`src/rtl/mhk_pkg.sv`:
```
// Package for the magnetometer heading filter: payload structs, register indexes,
// controller states, CORDIC angle table and defaults. No dependencies.
package mhk_pkg;

    localparam int ANGLE_BITS   = 16;
    localparam int FIELD_BITS   = 16;
    localparam int CORDIC_ITERS = 28;
    localparam int ITER_W       = 5;
    localparam int DIV_STEPS    = 16;
    localparam int DIV_W        = 5;

    localparam logic [31:0] DEF_Q      = 32'd66;
    localparam logic [31:0] DEF_R      = 32'd262144;
    localparam logic [31:0] DEF_P0     = 32'd26214400;
    localparam logic [15:0] DEF_STABLE = 16'd18;

    localparam logic [2:0] REG_MANUAL   = 3'd0;
    localparam logic [2:0] REG_INIT_ROT = 3'd1;
    localparam logic [2:0] REG_MIN_SQ   = 3'd2;
    localparam logic [2:0] REG_OFFSET   = 3'd3;
    localparam logic [2:0] REG_Q        = 3'd4;
    localparam logic [2:0] REG_R        = 3'd5;
    localparam logic [2:0] REG_P0       = 3'd6;
    localparam logic [2:0] REG_STABLE   = 3'd7;

    // one magnetometer reading
    typedef struct packed {
        logic signed [FIELD_BITS-1:0] field_x;
        logic signed [FIELD_BITS-1:0] field_y;
        logic                         read_ok;
    } in_item_t;

    // one result per reading
    typedef struct packed {
        logic                  rotation_changed;
        logic [1:0]            rotation;
        logic [ANGLE_BITS-1:0] world_heading;
        logic                  sample_used;
        logic                  healthy;
        logic [15:0]           last_gain;
    } out_item_t;

    typedef enum logic [3:0] {
        ST_IDLE, ST_MAG, ST_CORDIC, ST_ROUND, ST_DIV,
        ST_EST, ST_COV, ST_SECTOR, ST_HYST, ST_OUT
    } state_t;

    // controller -> datapath
    typedef struct packed {
        logic load;
        logic mag;
        logic cordic_init;
        logic cordic_step;
        logic round;
        logic div_init;
        logic div_step;
        logic est;
        logic cov;
        logic sector;
        logic hyst;
        logic emit;
    } cmd_t;

    // datapath -> controller
    typedef struct packed {
        logic go;
        logic field_ok;
        logic seeded;
        logic cordic_done;
        logic div_done;
    } status_t;

    function automatic logic [31:0] atan_entry(input logic [ITER_W-1:0] i);
        logic [31:0] r;
        case (i)
            5'd0:  r = 32'h20000000;  5'd1:  r = 32'h12E4051E;
            5'd2:  r = 32'h09FB385B;  5'd3:  r = 32'h051111D4;
            5'd4:  r = 32'h028B0D43;  5'd5:  r = 32'h0145D7E1;
            5'd6:  r = 32'h00A2F61E;  5'd7:  r = 32'h00517C55;
            5'd8:  r = 32'h0028BE53;  5'd9:  r = 32'h00145F2F;
            5'd10: r = 32'h000A2F98;  5'd11: r = 32'h000517CC;
            5'd12: r = 32'h00028BE6;  5'd13: r = 32'h000145F3;
            5'd14: r = 32'h0000A2FA;  5'd15: r = 32'h0000517D;
            5'd16: r = 32'h000028BE;  5'd17: r = 32'h0000145F;
            5'd18: r = 32'h00000A30;  5'd19: r = 32'h00000518;
            5'd20: r = 32'h0000028C;  5'd21: r = 32'h00000146;
            5'd22: r = 32'h000000A3;  5'd23: r = 32'h00000051;
            5'd24: r = 32'h00000029;  5'd25: r = 32'h00000014;
            5'd26: r = 32'h0000000A;  5'd27: r = 32'h00000005;
            default: r = 32'h0;
        endcase
        return r;
    endfunction

endpackage

```
`src/rtl/mhk_ctrl.sv`:
```
// Sequencer for the heading filter: steps the datapath through one sample.
// Depends on mhk_pkg.
module mhk_ctrl
    import mhk_pkg::*;
(
    input  logic    aclk,
    input  logic    aresetn,
    input  logic    s_valid,
    output logic    s_ready,
    output logic    m_valid,
    input  logic    m_ready,
    input  status_t status,
    output cmd_t    cmd
);

    state_t state_reg, state_next;
    logic   m_valid_reg, m_valid_next;

    always_ff @(posedge aclk) begin
        if (!aresetn) begin
            state_reg   <= ST_IDLE;
            m_valid_reg <= 1'b0;
        end else begin
            state_reg   <= state_next;
            m_valid_reg <= m_valid_next;
        end
    end

    assign m_valid = m_valid_reg;
    // next sample may start while the previous result waits; it is held in ST_OUT
    assign s_ready = (state_reg == ST_IDLE);

    always_comb begin
        state_next   = state_reg;
        m_valid_next = m_valid_reg;
        cmd          = '0;
        if (m_valid_reg && m_ready) m_valid_next = 1'b0;
        unique case (state_reg)
            ST_IDLE: begin
                if (s_valid) begin
                    cmd.load   = 1'b1;
                    state_next = ST_MAG;
                end
            end
            ST_MAG: begin
                cmd.mag    = 1'b1;
                state_next = ST_CORDIC;
            end
            ST_CORDIC: begin
                if (!status.go || !status.field_ok) begin
                    state_next = ST_OUT;
                end else begin
                    cmd.cordic_init = 1'b1;
                    state_next      = ST_ROUND;
                end
            end
            ST_ROUND: begin
                if (!status.cordic_done) begin
                    cmd.cordic_step = 1'b1;
                end else begin
                    cmd.round  = 1'b1;
                    state_next = status.seeded ? ST_DIV : ST_SECTOR;
                end
            end
            ST_DIV: begin
                cmd.div_init = 1'b1;
                state_next   = ST_EST;
            end
            ST_EST: begin
                if (!status.div_done) begin
                    cmd.div_step = 1'b1;
                end else begin
                    cmd.est    = 1'b1;
                    state_next = ST_COV;
                end
            end
            ST_COV: begin
                cmd.cov    = 1'b1;
                state_next = ST_SECTOR;
            end
            ST_SECTOR: begin
                cmd.sector = 1'b1;
                state_next = ST_HYST;
            end
            ST_HYST: begin
                cmd.hyst   = 1'b1;
                state_next = ST_OUT;
            end
            ST_OUT: begin
                if (!m_valid_reg || m_ready) begin
                    m_valid_next = 1'b1;
                    cmd.emit     = 1'b1;
                    state_next   = ST_IDLE;
                end
            end
            default: state_next = ST_IDLE;
        endcase
    end

endmodule

```
`config.mk`:
```
export PLATFORM = sky130hd
export DESIGN_NAME = mhk_ctrl
export DESIGN_NICKNAME = d
export VERILOG_FILES = /design/src/rtl/mhk_pkg.sv /design/src/rtl/mhk_ctrl.sv
export SDC_FILE = /design/constraint.sdc
export NUM_CORES = 1
export LEC_CHECK = 0
export BUFFER_PORTS_ARGS = -buffer_cell sky130_fd_sc_hd__clkbuf_2
export CAP_MARGIN = 20
export CORE_AREA = 4 4 41 43
export DETAILED_ROUTE_END_ITERATION = 6
export DIE_AREA = 0 0 45 47
export GPL_ROUTABILITY_DRIVEN = 1
export SYNTH_ARGS = -nofsm -noshare
export SYNTH_HDL_FRONTEND = slang
export SYNTH_SLANG_ARGS = --single-unit
```
`constraint.sdc`:
```
create_clock -name aclk -period 1.75 [get_ports aclk]
set_input_delay 0.0875 -clock aclk [delete_from_list [all_inputs] [get_ports aclk]]
set_output_delay 0.0875 -clock aclk [all_outputs]
set_load 0.005 [all_outputs]
```
Word level (Yosys, flattened, before mapping) --
Cells that the tools add are included.
Storage, ports and cells: logic and storage cells 50, output and inout bits 14, input bits 9, register bits after elaboration 5
Cells by class: reductions and logical operators 8, multiplexer cells 27, equal/unequal tests 13
Operator list (number):
- 4-bit one-hot mux with 10 select lines | 1
- 4-bit two-way mux | 5
- 1-bit two-way mux | 18
- 4-bit by 3-bit equality test with 1-bit output (second input constant) | 4
- 4-bit by 2-bit equality test with 1-bit output (second input constant) | 2
- 4-bit equality test (second input constant) | 2
- 2-bit != test (second input constant) | 4
- 2-bit two-way mux | 3
- 4-bit by 1-bit equality test with 1-bit output (second input constant) | 1
- 4-bit zero test | 1
- 4-bit AND reduction | 1
- 1-bit zero test | 3
- 1-bit logical OR | 2
- 1-bit logical AND | 1

Longest topological paths before layout --
depth after elaboration 4, depth in mapped cells 6, gate-level depth less buffers 4

Worst setup path before layout --
Ideal clock, no wire load.
path kind reg-to-reg, start register state_reg[1], end register state_reg[1], setup time 117 ps, clock period less this slack 1088 ps, buffers on the path 0, required time 1633 ps, arrival 970 ps, stages on the path, launching flop included 5, setup slack 662 ps, path through dfxtp_1 nand2b_1 o22ai_2 a21oi_1 a32o_1
Between the ends: word-level cells in the longest chain between the ends 3, elaborated cells between the ends (all ways) 16, those cells by class 13 x eq/ne; 1 x mux; 2 x reduce/logical
RTL lines:
- start, declared | RTL line mhk_ctrl.sv:16 | state_t state_reg, state_next;
- start signal, assigned | RTL line mhk_ctrl.sv:24 | state_reg <= state_next;
- 4-bit equality test (tied with other cells) | RTL line mhk_ctrl.sv:38 | unique case (state_reg)
- 2-bit != test (no source line)
- 4-bit AND reduction (no source line)
Several ways; a longest one is shown, not always the timed one. A chain may end at the register's enable or synchronous reset.

==> metrics.md <==
| Metric | Value |
|---|---|
| Top Ports | `23` |
| Slew headroom | `a little over two thirds` |
| Skew-Pair Late Insertion Delay | `230 ps` |
| Slew Limit Fails | `0` |
| Hold crit path type | `in2reg` |
| CP Class | `reg2out` |
| RSZ-0062 raised after global routing | `no` |
| DIE AREA | `0.002115 sq mm` |
| Wire per inst | `around 11 microns` |
| Setup Skew | `0.2034 ps` |
| Crit path DAT | `1470 ps` |
| Largest net degree at the start of global routing | `15` |
| Fill count | `144` |
| P_leak | `about 0.26 nW` |
| Pwr Density | `743.7 mW/mm^2` |
| Share of the yosys chip area belonging to registers | `21.45%` |
| Number of I/O port buffers | `22` |
| Post-route DRC | `0` |
| Status | `completed` |
| Fin nets | `98` |
| Final wirelength | `1175 microns` |
| CTS buffer count | `3` |
| CP cell instances | `nand2b_2, nor3_1, clkbuf_2` |
| Slowest cell on crit path | `dfxtp_1` |
| Mapped Nets | `75` |
| Final setup violation count | `0` |
| CP Max Fanout | `14` |
| Layout cells sized above 1 | `35.23%` |
| Netlist Area Pre-Place | `approximately 470 sq um` |
| Reg area | `100.1 sq um` |
| Min Tclk post-route | `roughly 1600 ps` |
| GRT overflow | `0` |
| Avg Synthesized Cell Area | `roughly 7 sq um` |
| Unique cell type count in the Yosys netlist | `30` |
| TritonCTS clock tree | `built` |
| Peak Freq | `around 0.64 GHz` |
| Initial Util | `35.87%` |
| Worst-Margin Slew | `roughly 450 ps` |
| CORE AREA | `0.001301 sq mm` |
| Clock-pin transition on the worst setup and hold timing paths | `50 ps` |
| Layout area overhead | `25.74%` |
| Non-filler instance count after layout | `103` |
| Worst ir drop on vdd | `a little over 0.4 mV` |
| Routed wl met2 | `539 microns` |
| Mean number of vias per cell | `5.398` |
| Die X | `45 microns` |
| PostCTS Resize Cnt | `0` |
| Delay of the slowest critical-path stage | `between 500 and 600 ps` |
| Met3 Wirelength | `98 microns` |
| Ant. Diodes | `0` |
| Area contributors post-synth | `dfxtp_1 (21%), nor3_1 (7.5%), nand2_1 (5.6%), a21oi_1 (5.4%), buf_6 (4.8%)` |
| DRT Pass-1 Iters | `4` |
| Setup_tns | `0 ps` |
| Yosys warnings | `0` |
| Placed insts | `99` |
| Final Hold Vio Count | `0` |
| Post-CTS Setup Inserts | `0` |
| DR iter-0 viols | `11` |
| Area of the multi-input gates | `312.8 sq um` |
| GPL Wtd Cong | `around 0.72` |
| Post-synthesis sequential element count | `5` |
| Top layer in use | `met3` |
| Period utilisation layout | `88.76%` |
| CTS sink count | `5` |
| Yosys top cell area share | `21.45%` |
| H-tree depth | `1` |
| Area leader, netlist | `dfxtp_1` |
| Rows | `13` |
| Tot GR Track Use | `12.03%` |
| Worst setup EP type | `output pin` |
| Cells after synthesis | `66` |
| First-pass GRT wire length | `between 1500 and 2000 microns` |
| Max FFs per register | `4` |
| Initial antenna violation count | `0` |
| Routed via count | `roughly 560` |
| Vias in the first global route | `roughly 460` |
| Detailed-placement wirelength estimate | `919.6 microns` |
| Hold_buf cts | `0` |
| CP required | `1660 ps` |
| M1 WL | `~540 microns` |
| Clk root buf | `clkbuf_4` |
| Final ANT Viol Nets | `0` |
| Critical Path Source Type | `register` |
| Clk buf depth | `2` |
| Max-cap viol count | `0` |
| Die height | `47 microns` |
[report_power, final]
part / leakage [nW] / switching [mW] / internal [mW]
clock network: 0.0150 / 0.0471 / 0.0862
logic: 0.207 / 0.0723 / 0.0723
registers: 0.0408 / 0.0335 / 0.125
[worst paths after layout]
path	startpoint	end	slack, ps	cells past startpoint
worst min register to register	state_reg[2]$_SDFFE_PN0P_	state_reg[2]$_SDFFE_PN0P_	650	2
worst min-delay path	aresetn	state_reg[1]$_SDFFE_PN0P_	130	2
worst max register to register	state_reg[2]$_SDFFE_PN0P_	state_reg[1]$_SDFFE_PN0P_	350	4
worst max-delay path	state_reg[0]$_SDFFE_PN0P_	cmd[8]	200	3
[final cells by class]
type | instances | area share, %
multi-input cells | 53 | 53.30
repair buffers | 23 | 20.04
flip-flops and latches | 5 | 17.06
clock buffers | 4 | 4.478
well taps | 15 | 3.198
inverters | 3 | 1.919
[stage by stage]
step | hold slack, ps | util, % | worst slack, ps | instance area (sq um) | total power [mW]
floorplan | 211.5 | - | 662.4 | 466.7 | 0.2644
global placement | 381.5 | 43.08 | 378.4 | 560.5 | 0.3041
detailed placement | 380.6 | 43.08 | 347.0 | 560.5 | 0.3051
CTS | 139.2 | 45.10 | 190.2 | 586.8 | 0.4403
global route | 153.7 | 45.10 | 56.12 | 586.8 | 0.4677
finish | 134.8 | 45.10 | 196.7 | 586.8 | 0.4364
[cells in the final DEF (no fill, tap or decap), types with 2 or more instances in the layout]
master | netlist | final
o21ai_0 | 2 | 2
nor2b_1 | 2 | 2
o21ai_1 | 2 | 2
a21oi_1 | 5 | 5
nor3_1 | 7 | 7
clkbuf_4 | 0 | 3
inv_1 | 3 | 3
clkbuf_2 | 0 | 22
a31oi_1 | 2 | 2
nor3b_1 | 2 | 2
nor2_1 | 5 | 5
nand2b_2 | 2 | 2
nand2b_1 | 3 | 3
dfxtp_1 | 5 | 5
nand2_1 | 7 | 7
[Yosys cell counts]
| cell type | count |
|---|---|
| o22ai_2 | 1 |
| nand2b_2 | 2 |
| nor3b_1 | 2 |
| nand2b_1 | 3 |
| buf_4 | 2 |
| a31oi_1 | 2 |
| a21oi_1 | 5 |
| a211o_1 | 1 |
| o32a_1 | 1 |
| nor2_1 | 5 |
| inv_1 | 3 |
| or3_1 | 1 |
| a32o_1 | 1 |
| and2_1 | 1 |
| nor2b_1 | 2 |
| a21boi_0 | 1 |
| nor3_1 | 7 |
| o311ai_1 | 1 |
| dfxtp_1 | 5 |
| or2_1 | 1 |
| nand4_1 | 1 |
| nand2_1 | 7 |
| o21ai_0 | 2 |
| o21ai_1 | 2 |
| nor4_1 | 1 |
| a21o_2 | 1 |
| buf_2 | 1 |
| a21boi_1 | 1 |
| buf_6 | 2 |
| nor2_2 | 1 |
[kinds of logic after synthesis]
group / share of synthesized area [%]
AND/OR/NAND/NOR: 38.88
AO/OA/AOI/OAI: 28.15
flip-flops: 21.45
buffers and inverters: 11.53
[critical path, delay by kind of cell, from the launching register on]
kind                   cells  cell delay (ps)
flip-flops                 1              590
AND/OR/NAND/NOR            2              470
buffers and inverters      1              160
[layer usage]
layer  track usage [%]  up-vias
met5                 0        -
li1                  -      283
met4             3.509        0
met2             17.80       19
met3             2.299        0
met1             17.58      254
Note: power is estimated with default switching activity, not from simulation.
